==> src/rtl/core/mer_pkg.sv <==
package mer_pkg;

   localparam int COORD_MAX  = 1023;
   localparam int RADIUS_MAX = 511;

   localparam int CENTER_W   = 10;
   localparam int RADIUS_W   = 9;
   localparam int POS_X_W    = 10;
   localparam int POS_Y_W    = 11;
   localparam int POINT_W    = 12;
   localparam int SQ_W       = 2 * RADIUS_W;
   localparam int TT_W       = 2 * (POS_X_W + 1);
   localparam int MUL_A_W    = TT_W;
   localparam int MUL_B_W    = SQ_W;
   localparam int PROD_W     = MUL_A_W + MUL_B_W;
   localparam int TERM_W     = 32;
   localparam int DEC_W      = 42;
   localparam int BEAT_W     = 2;
   localparam int REQ_DATA_W = 40;
   localparam int RSP_DATA_W = 2 * POINT_W;

   localparam logic REQ_BEGIN = 1'b0;
   localparam logic REQ_STEP  = 1'b1;

   typedef enum logic [3:0] {
      MUL_NONE,
      MUL_RX2,
      MUL_RY2,
      MUL_RX2RY,
      MUL_TT,
      MUL_YY,
      MUL_TTRY2,
      MUL_YYRX2,
      MUL_RX2RY2
   } mul_op_type;

   typedef enum logic [2:0] {
      DEC_NONE,
      DEC_INIT,
      DEC_LOAD,
      DEC_ADD4,
      DEC_SUB4
   } dec_op_type;

   typedef struct packed {
      logic              load_geom;
      mul_op_type        mul_op;
      dec_op_type        dec_op;
      logic              step;
      logic              step_x;
      logic              step_y;
      logic              step_rx2;
      logic              load_beat;
      logic [BEAT_W-1:0] beat;
      logic              load_done;
   } dp_cmd_type;

   typedef struct packed {
      logic y_pos;
      logic y_neg;
      logic r1_below;
      logic dec_neg;
      logic dec_zero;
      logic out_free;
   } dp_status_type;

endpackage

==> src/rtl/core/mer_ctrl.sv <==
module mer_ctrl (
   input  logic                   clock,
   input  logic                   reset,
   input  logic                   req_tvalid,
   output logic                   req_tready,
   input  logic                   req_type,
   input  mer_pkg::dp_status_type status,
   output mer_pkg::dp_cmd_type    cmd
);

   typedef enum logic [13:0] {
      S_IDLE = 14'b00000000000001,
      S_B1   = 14'b00000000000010,
      S_B2   = 14'b00000000000100,
      S_B3   = 14'b00000000001000,
      S_B4   = 14'b00000000010000,
      S_T1   = 14'b00000000100000,
      S_T2   = 14'b00000001000000,
      S_T3   = 14'b00000010000000,
      S_T4   = 14'b00000100000000,
      S_T5   = 14'b00001000000000,
      S_T6   = 14'b00010000000000,
      S_STEP = 14'b00100000000000,
      S_EMIT = 14'b01000000000000,
      S_DONE = 14'b10000000000000
   } state_type;

   typedef enum logic [2:0] {
      R_IDLE = 3'b001,
      R_ONE  = 3'b010,
      R_TWO  = 3'b100
   } region_type;

   state_type                    state_ff, state_in;
   region_type                   region_ff, region_in;
   logic [mer_pkg::BEAT_W-1:0]   beat_ff, beat_in;
   logic                         in_r2;
   logic                         dec_pos;

   assign in_r2   = (region_ff == R_TWO);
   assign dec_pos = !status.dec_neg && !status.dec_zero;

   always_ff @(posedge clock) begin
      if (reset) begin
         state_ff  <= S_IDLE;
         region_ff <= R_IDLE;
         beat_ff   <= '0;
      end else begin
         state_ff  <= state_in;
         region_ff <= region_in;
         beat_ff   <= beat_in;
      end
   end

   always_comb begin
      cmd          = '0;
      cmd.mul_op   = mer_pkg::MUL_NONE;
      cmd.dec_op   = mer_pkg::DEC_NONE;
      cmd.step_x   = in_r2 ? !dec_pos : 1'b1;
      cmd.step_y   = in_r2 ? 1'b1 : !status.dec_neg;
      cmd.step_rx2 = in_r2;
      cmd.beat     = beat_ff;
      state_in     = state_ff;
      region_in    = region_ff;
      beat_in      = beat_ff;
      req_tready   = 1'b0;

      unique case (state_ff)
         S_IDLE: begin
            req_tready = 1'b1;
         end
         S_B1: begin
            cmd.mul_op = mer_pkg::MUL_RX2;
            state_in   = S_B2;
         end
         S_B2: begin
            cmd.mul_op = mer_pkg::MUL_RY2;
            state_in   = S_B3;
         end
         S_B3: begin
            cmd.mul_op = mer_pkg::MUL_RX2RY;
            state_in   = S_B4;
         end
         S_B4: begin
            cmd.dec_op = mer_pkg::DEC_INIT;
            state_in   = S_IDLE;
         end
         S_T1: begin
            cmd.mul_op = mer_pkg::MUL_TT;
            state_in   = S_T2;
         end
         S_T2: begin
            cmd.mul_op = mer_pkg::MUL_YY;
            state_in   = S_T3;
         end
         S_T3: begin
            cmd.mul_op = mer_pkg::MUL_TTRY2;
            state_in   = S_T4;
         end
         S_T4: begin
            cmd.dec_op = mer_pkg::DEC_LOAD;
            cmd.mul_op = mer_pkg::MUL_YYRX2;
            state_in   = S_T5;
         end
         S_T5: begin
            cmd.dec_op = mer_pkg::DEC_ADD4;
            cmd.mul_op = mer_pkg::MUL_RX2RY2;
            state_in   = S_T6;
         end
         S_T6: begin
            cmd.dec_op = mer_pkg::DEC_SUB4;
            region_in  = R_TWO;
            state_in   = S_STEP;
         end
         S_STEP: begin
            cmd.step = 1'b1;
            beat_in  = '0;
            state_in = S_EMIT;
         end
         S_EMIT: begin
            if (status.out_free) begin
               cmd.load_beat = 1'b1;
               beat_in       = beat_ff + mer_pkg::BEAT_W'(1);
               if (&beat_ff) begin
                  req_tready = 1'b1;
                  state_in   = S_IDLE;
               end
            end
         end
         S_DONE: begin
            if (status.out_free) begin
               cmd.load_done = 1'b1;
               state_in      = S_IDLE;
            end
         end
         default: begin
            state_in = S_IDLE;
         end
      endcase

      if (req_tvalid && req_tready) begin
         if (req_type == mer_pkg::REQ_BEGIN) begin
            cmd.load_geom = 1'b1;
            region_in     = R_ONE;
            state_in      = S_B1;
         end else begin
            unique case (region_ff)
               R_ONE: begin
                  if (status.y_pos && status.r1_below) begin
                     cmd.step = 1'b1;
                     beat_in  = '0;
                     state_in = S_EMIT;
                  end else begin
                     state_in = S_T1;
                  end
               end
               R_TWO: begin
                  if (status.y_neg) begin
                     region_in = R_IDLE;
                     state_in  = S_DONE;
                  end else begin
                     cmd.step = 1'b1;
                     beat_in  = '0;
                     state_in = S_EMIT;
                  end
               end
               default: begin
                  state_in = S_DONE;
               end
            endcase
         end
      end
   end

endmodule

==> src/rtl/core/mer_dpath.sv <==
module mer_dpath (
   input  logic                                  clock,
   input  logic                                  reset,
   input  mer_pkg::dp_cmd_type                   cmd,
   output mer_pkg::dp_status_type                status,
   input  logic [mer_pkg::CENTER_W-1:0]          center_x,
   input  logic [mer_pkg::CENTER_W-1:0]          center_y,
   input  logic [mer_pkg::RADIUS_W-1:0]          radius_x,
   input  logic [mer_pkg::RADIUS_W-1:0]          radius_y,
   input  logic                                  rsp_tready,
   output logic                                  rsp_tvalid,
   output logic signed [mer_pkg::POINT_W-1:0]    point_x,
   output logic signed [mer_pkg::POINT_W-1:0]    point_y,
   output logic                                  done_res,
   output logic                                  last
);

   localparam int CW = mer_pkg::CENTER_W;
   localparam int RW = mer_pkg::RADIUS_W;
   localparam int XW = mer_pkg::POS_X_W;
   localparam int YW = mer_pkg::POS_Y_W;
   localparam int PW = mer_pkg::POINT_W;
   localparam int SW = mer_pkg::SQ_W;
   localparam int TW = mer_pkg::TERM_W;
   localparam int DW = mer_pkg::DEC_W;

   logic [CW-1:0]                  cx_ff, cy_ff;
   logic [RW-1:0]                  rx_ff, ry_ff;
   logic [SW-1:0]                  rx2_ff, ry2_ff, yy_ff;
   logic [mer_pkg::TT_W-1:0]       tt_ff;
   logic [mer_pkg::PROD_W-1:0]     prod_ff;
   logic [XW-1:0]                  pos_x_ff, hold_x_ff;
   logic signed [YW-1:0]           pos_y_ff, hold_y_ff;
   logic signed [TW-1:0]           px_ff, py_ff;
   logic signed [DW-1:0]           dec_ff;
   logic                           pend_valid_ff, pend_x_ff, pend_y_ff, pend_rx2_ff;
   logic                           out_valid_ff, out_done_ff, out_last_ff;
   logic [PW-1:0]                  out_x_ff, out_y_ff;

   logic [CW-1:0]                  cx_sat, cy_sat;
   logic [RW-1:0]                  rx_sat, ry_sat;
   logic [mer_pkg::MUL_A_W-1:0]    mul_a;
   logic [mer_pkg::MUL_B_W-1:0]    mul_b;
   logic [mer_pkg::PROD_W-1:0]     product;
   logic [XW:0]                    t_val;
   logic [RW-1:0]                  ym1_mag;
   logic signed [TW-1:0]           two_rx2, two_ry2;
   logic signed [DW-1:0]           prod_ext, rx2_ext, ry2_ext, term_ext;
   logic signed [TW+1:0]           term;
   logic [PW-1:0]                  cx_p, cy_p, hx_p, hy_p, beat_x, beat_y;

   assign cx_sat = (32'(center_x) > mer_pkg::COORD_MAX) ? CW'(mer_pkg::COORD_MAX) : center_x;
   assign cy_sat = (32'(center_y) > mer_pkg::COORD_MAX) ? CW'(mer_pkg::COORD_MAX) : center_y;
   assign rx_sat = (32'(radius_x) > mer_pkg::RADIUS_MAX) ? RW'(mer_pkg::RADIUS_MAX) : radius_x;
   assign ry_sat = (32'(radius_y) > mer_pkg::RADIUS_MAX) ? RW'(mer_pkg::RADIUS_MAX) : radius_y;

   assign t_val   = {pos_x_ff, 1'b1};
   assign ym1_mag = (pos_y_ff == '0) ? RW'(1) : RW'(pos_y_ff - YW'(1));

   always_comb begin
      mul_a = '0;
      mul_b = '0;
      unique case (cmd.mul_op)
         mer_pkg::MUL_RX2: begin
            mul_a = mer_pkg::MUL_A_W'(rx_ff);
            mul_b = mer_pkg::MUL_B_W'(rx_ff);
         end
         mer_pkg::MUL_RY2: begin
            mul_a = mer_pkg::MUL_A_W'(ry_ff);
            mul_b = mer_pkg::MUL_B_W'(ry_ff);
         end
         mer_pkg::MUL_RX2RY: begin
            mul_a = mer_pkg::MUL_A_W'(rx2_ff);
            mul_b = mer_pkg::MUL_B_W'(ry_ff);
         end
         mer_pkg::MUL_TT: begin
            mul_a = mer_pkg::MUL_A_W'(t_val);
            mul_b = mer_pkg::MUL_B_W'(t_val);
         end
         mer_pkg::MUL_YY: begin
            mul_a = mer_pkg::MUL_A_W'(ym1_mag);
            mul_b = mer_pkg::MUL_B_W'(ym1_mag);
         end
         mer_pkg::MUL_TTRY2: begin
            mul_a = tt_ff;
            mul_b = ry2_ff;
         end
         mer_pkg::MUL_YYRX2: begin
            mul_a = mer_pkg::MUL_A_W'(yy_ff);
            mul_b = rx2_ff;
         end
         mer_pkg::MUL_RX2RY2: begin
            mul_a = mer_pkg::MUL_A_W'(rx2_ff);
            mul_b = ry2_ff;
         end
         default: begin
         end
      endcase
   end

   assign product = mul_a * mul_b;

   assign two_rx2  = TW'({rx2_ff, 1'b0});
   assign two_ry2  = TW'({ry2_ff, 1'b0});
   assign prod_ext = DW'(prod_ff);
   assign rx2_ext  = DW'(rx2_ff);
   assign ry2_ext  = DW'(ry2_ff);

   assign term = (pend_x_ff ? {{2{px_ff[TW-1]}}, px_ff} : '0)
               - (pend_y_ff ? {{2{py_ff[TW-1]}}, py_ff} : '0)
               + (pend_rx2_ff ? (TW+2)'(rx2_ff) : (TW+2)'(ry2_ff));
   assign term_ext = {{(DW-TW-2){term[TW+1]}}, term};

   always_ff @(posedge clock) begin
      if (cmd.load_geom) begin
         cx_ff    <= cx_sat;
         cy_ff    <= cy_sat;
         rx_ff    <= rx_sat;
         ry_ff    <= ry_sat;
         pos_x_ff <= '0;
         pos_y_ff <= YW'(ry_sat);
      end else if (cmd.step) begin
         pos_x_ff <= pos_x_ff + XW'(cmd.step_x);
         pos_y_ff <= pos_y_ff - YW'(cmd.step_y);
      end

      unique case (cmd.mul_op) inside
         mer_pkg::MUL_RX2: rx2_ff <= product[SW-1:0];
         mer_pkg::MUL_RY2: ry2_ff <= product[SW-1:0];
         mer_pkg::MUL_TT:  tt_ff  <= product[mer_pkg::TT_W-1:0];
         mer_pkg::MUL_YY:  yy_ff  <= product[SW-1:0];
         mer_pkg::MUL_RX2RY, mer_pkg::MUL_TTRY2, mer_pkg::MUL_YYRX2,
         mer_pkg::MUL_RX2RY2: prod_ff <= product;
         default: begin
         end
      endcase

      if (cmd.step) begin
         hold_x_ff   <= pos_x_ff;
         hold_y_ff   <= pos_y_ff;
         pend_x_ff   <= cmd.step_x;
         pend_y_ff   <= cmd.step_y;
         pend_rx2_ff <= cmd.step_rx2;
         if (cmd.step_x) begin
            px_ff <= px_ff + two_ry2;
         end
         if (cmd.step_y) begin
            py_ff <= py_ff - two_rx2;
         end
      end else if (cmd.dec_op == mer_pkg::DEC_INIT) begin
         px_ff <= '0;
         py_ff <= TW'({prod_ff, 1'b0});
      end

      unique case (cmd.dec_op)
         mer_pkg::DEC_INIT: dec_ff <= (ry2_ext <<< 2) - (prod_ext <<< 2) + rx2_ext;
         mer_pkg::DEC_LOAD: dec_ff <= prod_ext;
         mer_pkg::DEC_ADD4: dec_ff <= dec_ff + (prod_ext <<< 2);
         mer_pkg::DEC_SUB4: dec_ff <= dec_ff - (prod_ext <<< 2);
         default: begin
            if (pend_valid_ff) begin
               dec_ff <= dec_ff + (term_ext <<< 2);
            end
         end
      endcase
   end

   always_ff @(posedge clock) begin
      if (reset) begin
         pend_valid_ff <= 1'b0;
      end else begin
         pend_valid_ff <= cmd.step;
      end
   end

   assign cx_p   = PW'(cx_ff);
   assign cy_p   = PW'(cy_ff);
   assign hx_p   = PW'(hold_x_ff);
   assign hy_p   = {{(PW-YW){hold_y_ff[YW-1]}}, hold_y_ff};
   assign beat_x = cmd.beat[0] ? cx_p - hx_p : cx_p + hx_p;
   assign beat_y = cmd.beat[1] ? cy_p - hy_p : cy_p + hy_p;

   always_ff @(posedge clock) begin
      if (reset) begin
         out_valid_ff <= 1'b0;
      end else if (cmd.load_beat || cmd.load_done) begin
         out_valid_ff <= 1'b1;
      end else if (rsp_tready) begin
         out_valid_ff <= 1'b0;
      end
   end

   always_ff @(posedge clock) begin
      if (cmd.load_beat) begin
         out_x_ff    <= beat_x;
         out_y_ff    <= beat_y;
         out_done_ff <= 1'b0;
         out_last_ff <= &cmd.beat;
      end else if (cmd.load_done) begin
         out_x_ff    <= '0;
         out_y_ff    <= '0;
         out_done_ff <= 1'b1;
         out_last_ff <= 1'b1;
      end
   end

   assign rsp_tvalid = out_valid_ff;
   assign point_x    = out_x_ff;
   assign point_y    = out_y_ff;
   assign done_res   = out_done_ff;
   assign last       = out_last_ff;

   assign status.y_pos    = !pos_y_ff[YW-1] && (pos_y_ff != '0);
   assign status.y_neg    = pos_y_ff[YW-1];
   assign status.r1_below = (px_ff < py_ff);
   assign status.dec_neg  = dec_ff[DW-1];
   assign status.dec_zero = (dec_ff == '0);
   assign status.out_free = !out_valid_ff || rsp_tready;

endmodule

==> src/rtl/core/midpoint_ellipse_rasterizer.sv <==
// Step beat: four points, loaded into the output register in the emit state, one point
// per cycle while the output is free; the next request is taken with the last point.
// Step that crosses into region two: states T1 to T6 on the shared multiplier first.
// Begin beat: states B1 to B4, no result. Step after the end: one done point.
// Synchronous active-high reset clears the sequencer, the region and the output valid;
// after reset a step yields the done point.
module midpoint_ellipse_rasterizer (
   input  logic                              clock,
   input  logic                              reset,
   input  logic                              req_tvalid,
   output logic                              req_tready,
   // center_x[9:0], center_y[19:10], radius_x[28:20], radius_y[37:29], zero pad
   input  logic [mer_pkg::REQ_DATA_W-1:0]    req_tdata,
   // req_type
   input  logic                              req_tuser,
   output logic                              rsp_tvalid,
   input  logic                              rsp_tready,
   // point_x[11:0], point_y[23:12]
   output logic [mer_pkg::RSP_DATA_W-1:0]    rsp_tdata,
   // done_res
   output logic                              rsp_tuser,
   output logic                              rsp_tlast
);

   localparam int CW = mer_pkg::CENTER_W;
   localparam int RW = mer_pkg::RADIUS_W;

   mer_pkg::dp_cmd_type                   cmd;
   mer_pkg::dp_status_type                status;
   logic signed [mer_pkg::POINT_W-1:0]    point_x, point_y;

   mer_ctrl u_ctrl (
      .clock      (clock),
      .reset      (reset),
      .req_tvalid (req_tvalid),
      .req_tready (req_tready),
      .req_type   (req_tuser),
      .status     (status),
      .cmd        (cmd)
   );

   mer_dpath u_dpath (
      .clock      (clock),
      .reset      (reset),
      .cmd        (cmd),
      .status     (status),
      .center_x   (req_tdata[CW-1:0]),
      .center_y   (req_tdata[2*CW-1:CW]),
      .radius_x   (req_tdata[2*CW+RW-1:2*CW]),
      .radius_y   (req_tdata[2*CW+2*RW-1:2*CW+RW]),
      .rsp_tready (rsp_tready),
      .rsp_tvalid (rsp_tvalid),
      .point_x    (point_x),
      .point_y    (point_y),
      .done_res   (rsp_tuser),
      .last       (rsp_tlast)
   );

   assign rsp_tdata = {point_y, point_x};

endmodule
==> config.mk <==
export PLATFORM = sky130hd
export DESIGN_NAME = midpoint_ellipse_rasterizer
export DESIGN_NICKNAME = d
export VERILOG_FILES = /design/src/rtl/core/mer_pkg.sv /design/src/rtl/core/mer_ctrl.sv /design/src/rtl/core/mer_dpath.sv /design/src/rtl/core/midpoint_ellipse_rasterizer.sv
export SDC_FILE = /design/constraint.sdc
export NUM_CORES = 2
export LEC_CHECK = 0
export ABC_AREA = 1
export CELL_PAD_IN_SITES_DETAIL_PLACEMENT = 1
export CELL_PAD_IN_SITES_GLOBAL_PLACEMENT = 1
export CORE_UTILIZATION = 35
export CTS_CLUSTER_DIAMETER = 150
export DETAILED_ROUTE_END_ITERATION = 8
export DONT_BUFFER_PORTS = 1
export PLACE_DENSITY_LB_ADDON = 0.08
export SLEW_MARGIN = 15
export SYNTH_ARGS = -nofsm -noshare
export SYNTH_HDL_FRONTEND = slang
export SYNTH_SLANG_ARGS = --single-unit
==> constraint.sdc <==
create_clock -name clock -period 15.99 [get_ports clock]
set_clock_uncertainty 0.15 [all_clocks]
set_input_delay 1.599 -clock clock [delete_from_list [all_inputs] [get_ports clock]]
set_output_delay 1.599 -clock clock [all_outputs]
set_load 0.1 [all_outputs]
==> qor.csv <==
stage;metric;value;unit
run_status;status;finished, final reports clean;
yosys;async_reset_ff_share;0;%
finish;drive_above_1_share;5.83;%
clock_network;clockBufferDepth;3;
routing;drc;0;
worst_hold_path;whs_path_depth;0;
setup_path;regToRegStartpoint;u_ctrl.state_ff[5];
floorplan;io_pins;73;
place;routabilityCongestion;0.919;
finish;syn_to_final_growth;8.38;%
timing;slew_headroom;22.4;%
yosys;ys_top_cells_by_count;nand2_1 (1,166), inv_1 (1,149), nor2_1 (437), fa_1 (360), ha_1 (326);
grt;antenna_found_initial;13;
clock_network;post_cts_buffers;0;
floorplan;die_y;346;um
setup_path;reg2regPathDepth;35;
power_and_ir_drop;power_leakage;0.0219;uW
grt;track_usage;26.6;%
clock_network;clk_latency;0.66;ns
clock_network;ctsHoldBuffers;0;
yosys;synth-edff-count;316;
routing;vias_per_cell;5.19;
grt;grt_overflow;0;
power_and_ir_drop;switchingPower;724;uW
setup_path;crit_arrival;10.12;ns
power_and_ir_drop;power_density;56.3;nW/um2
setup_path;slowest_stage;nor3_2;
power_and_ir_drop;irDropWorstVdd;0.0745;mV
yosys;synth_seq_cells;350;
timing;layout_min_cycle_time;9.91;ns
worst_hold_path;hold_class;register to register;
grt;grt_max_degree;59;
yosys;synthFlopType;edfxtp_1;
yosys;yosysMostFrequentCell;nand2_1;
finish;fin_cells;6893;
clock_network;cts_root_buffer;clkbuf_16;
timing;period_share;62.0;%
routing;dr.first_iter.drc_count;2338;
timing;final_max_slew_viol_count;0;
routing;routed_wl;158000;um
setup_path;end_kind;register;
floorplan;die_w;346;um
routing;route.vias.total;35800;
place;dp.final_hpwl;131000;um
timing;hold_viol;0;
power_and_ir_drop;swShare;28.6;%
yosys;syn_area;41500;um2
setup_path;critPathKind;register to register;
setup_path;critPathRequiredTime;16.20;ns
finish;final_nets;6055;
clock_network;cts_tree;built;
place;place_inst;6797;
clock_network;numCtsBuffers;49;
yosys;synth_area_leaders;edfxtp_1 (23%), fa_1 (17%), nand2_1 (11%), inv_1 (10%), ha_1 (9.8%);
grt;grt_pass1_wl;240000;um
yosys;synth_nets;6073;
clock_network;clk_pin_slew;0.06;ns
floorplan;rows;125;
yosys;yosysTopAreaCell;edfxtp_1;
power_and_ir_drop;p_int;1800;uW
yosys;syn_inst;5342;
timing;setup_viol;0;
timing;rsz0062_at_grt;false;
yosys;post_synth_num_cell_types;82;
floorplan;coreArea;117000;um2
job;cap_violations;0;
floorplan;start_util;35.5;%
routing;firstDrtPassIters;5;
yosys;ys_warn_count;0;
timing;max_freq;0.101;GHz
yosys;avgSynthCellArea;7.77;um2
routing;ant_nets;0;
yosys;yosysSeqAreaShare;24.5;%
worst_hold_path;min_to;u_dpath.hold_x_ff[4];
grt;grt_pass1_vias;37400;
worst_hold_path;worstHoldStart;u_dpath.pos_x_ff[4];
power_and_ir_drop;pwr-share-comb;10.6;%
clock_network;ctsResizeCount;0;
floorplan;fp.dieArea;120000;um2
setup_path;critical-path-max-stage-delay;0.83;ns
timing;max_slew.worst_pin.slew;1.15;ns
routing;wire_per_inst;23.0;um
setup_path;r2r-end;u_dpath.prod_ff[33];
setup_path;worst-path-max-fanout;14;
power_and_ir_drop;pwr-share-clk;47.8;%
power_and_ir_drop;pwr-share-seq;41.7;%
setup_path;rrSetupSlack;6.08;ns
timing;fin_setup_tns;0;ns
clock_network;cts.sink_count;350;
clock_network;cts.htree.levels;2;
yosys;yosysTopAreaCellShare;22.9;%
place;port_buffers;0;
setup_path;start_kind;register;
-- placed cells by master (no fill, tap or decap), drive strengths merged, types with 7 or more instances in the layout --
cell and count:
nor4 30, o221ai 24, nand3 172, nand4 49
o22ai 23, o21a 15, a221oi 15, clkbuf 55
nand3b 14, inv 1196, fa 360, a21oi 293
clkinv 20, nor2 482, nor3 83, o21ai 245
ha 326, clkinvlp 7, xnor2 53, o311ai 21
xor2 110, or2 18, a21o 13, edfxtp 316
a21boi 15, o211ai 22, dfxtp 34, a31oi 33
o31ai 11, buf 38, nand2 1198, o21bai 15
bufinv 8
-- registers in the layout (all words and copies together), names as in the netlist, 12 cells and up --
| name | count |
|---|---|
| u_dpath.rx2_ff | 18 |
| u_dpath.point_x | 12 |
| u_dpath.tt_ff | 22 |
| u_dpath.dec_ff | 42 |
| u_dpath.prod_ff | 40 |
| u_dpath.py_ff | 31 |
| u_dpath.point_y | 12 |
| u_ctrl.state_ff | 14 |
| u_dpath.yy_ff | 18 |
| u_dpath.ry2_ff | 18 |
| u_dpath.px_ff | 31 |
-- power groups by stage --
stage | Clock, uW | Combinational [uW] | Sequential (uW)
after detailed placement | 0 | 266 | 1070
after floorplan | 0 | 192 | 1060
final | 1210 | 267 | 1050
after global placement | 0 | 263 | 1070
after global routing | 1260 | 297 | 1060
after CTS | 1230 | 267 | 1050
-- worst max path at each step --
stage | startpoint | end | slack, ns | depth (start not counted)
2_1_floorplan | u_ctrl.state_ff[9] | u_dpath.prod_ff[33] | 8.18 | 35
3_3_place_gp | u_ctrl.state_ff[5] | u_dpath.prod_ff[33] | 6.31 | 33
3_5_place_dp | u_ctrl.state_ff[5] | u_dpath.prod_ff[33] | 6.26 | 33
4_1_cts | u_ctrl.state_ff[5] | u_dpath.prod_ff[33] | 6.19 | 33
5_1_grt | u_ctrl.state_ff[5] | u_dpath.prod_ff[33] | 5.56 | 33
6_report | u_ctrl.state_ff[5] | u_dpath.prod_ff[33] | 6.08 | 35
-- layer usage --
layer / vias up / share of wire (%) / global-route usage [%]
met1: 17900 / 48 / 37.7
met5: - / 0.017 / 0
met4: 4 / 3.1 / 7.67
met3: 187 / 4.8 / 3.03
li1: 16900 / - / -
met2: 772 / 44 / 42.5
-- worst max-delay path: cells and delay by family, from the launching register on --
family,cells,cell delay [ns]
AO/OA/AOI/OAI,6,1.93
buffers and inverters,7,1.23
adder cells (fa/ha/maj),7,3.33
XOR/XNOR,1,0.06
flip-flops,1,0.36
AND/OR/NAND/NOR,14,2.53
-- stage by stage --
stage | setup WS (ns) | util [%] | instance area, um2 | hold WS (ns) | total power [uW]
after global placement | 6.31 | 37.0 | 43200 | 0.297 | 1340
final | 6.08 | 38.5 | 45000 | 0.324 | 2530
after floorplan | 8.18 | - | 41500 | 0.276 | 1260
after CTS | 6.19 | 38.5 | 44900 | 0.330 | 2550
after detailed placement | 6.26 | 37.0 | 43200 | 0.314 | 1340
after global routing | 5.56 | 38.5 | 45000 | 0.360 | 2610
-- area by class of cell --
type,count,area [um2]
well taps,1524,1910
clock buffers,55,1280
flip-flops and latches,350,10200
diodes,4,10.0
multi-input cells,3691,26300
fillers,14200,71900
clock inverters,37,468
inverters,1194,4490
repair buffers,38,285
-- logic make-up (layout without fill, tap and decap cells) --
kind of cell | count (synthesis) | after routing | share of synthesized area (%)
AOI/OAI and AO/OA | 781 | 781 | 11.3
DFF | 350 | 350 | 24.5
buffers and inverters | 1301 | 1324 | 12.1
adders and majority gates | 686 | 686 | 27.2
other | 0 | 4 | 0
and+or+nand+nor | 2061 | 2061 | 21.5
xor gates and xnor gates | 163 | 163 | 3.44
(Power assumes the default switching activity.)
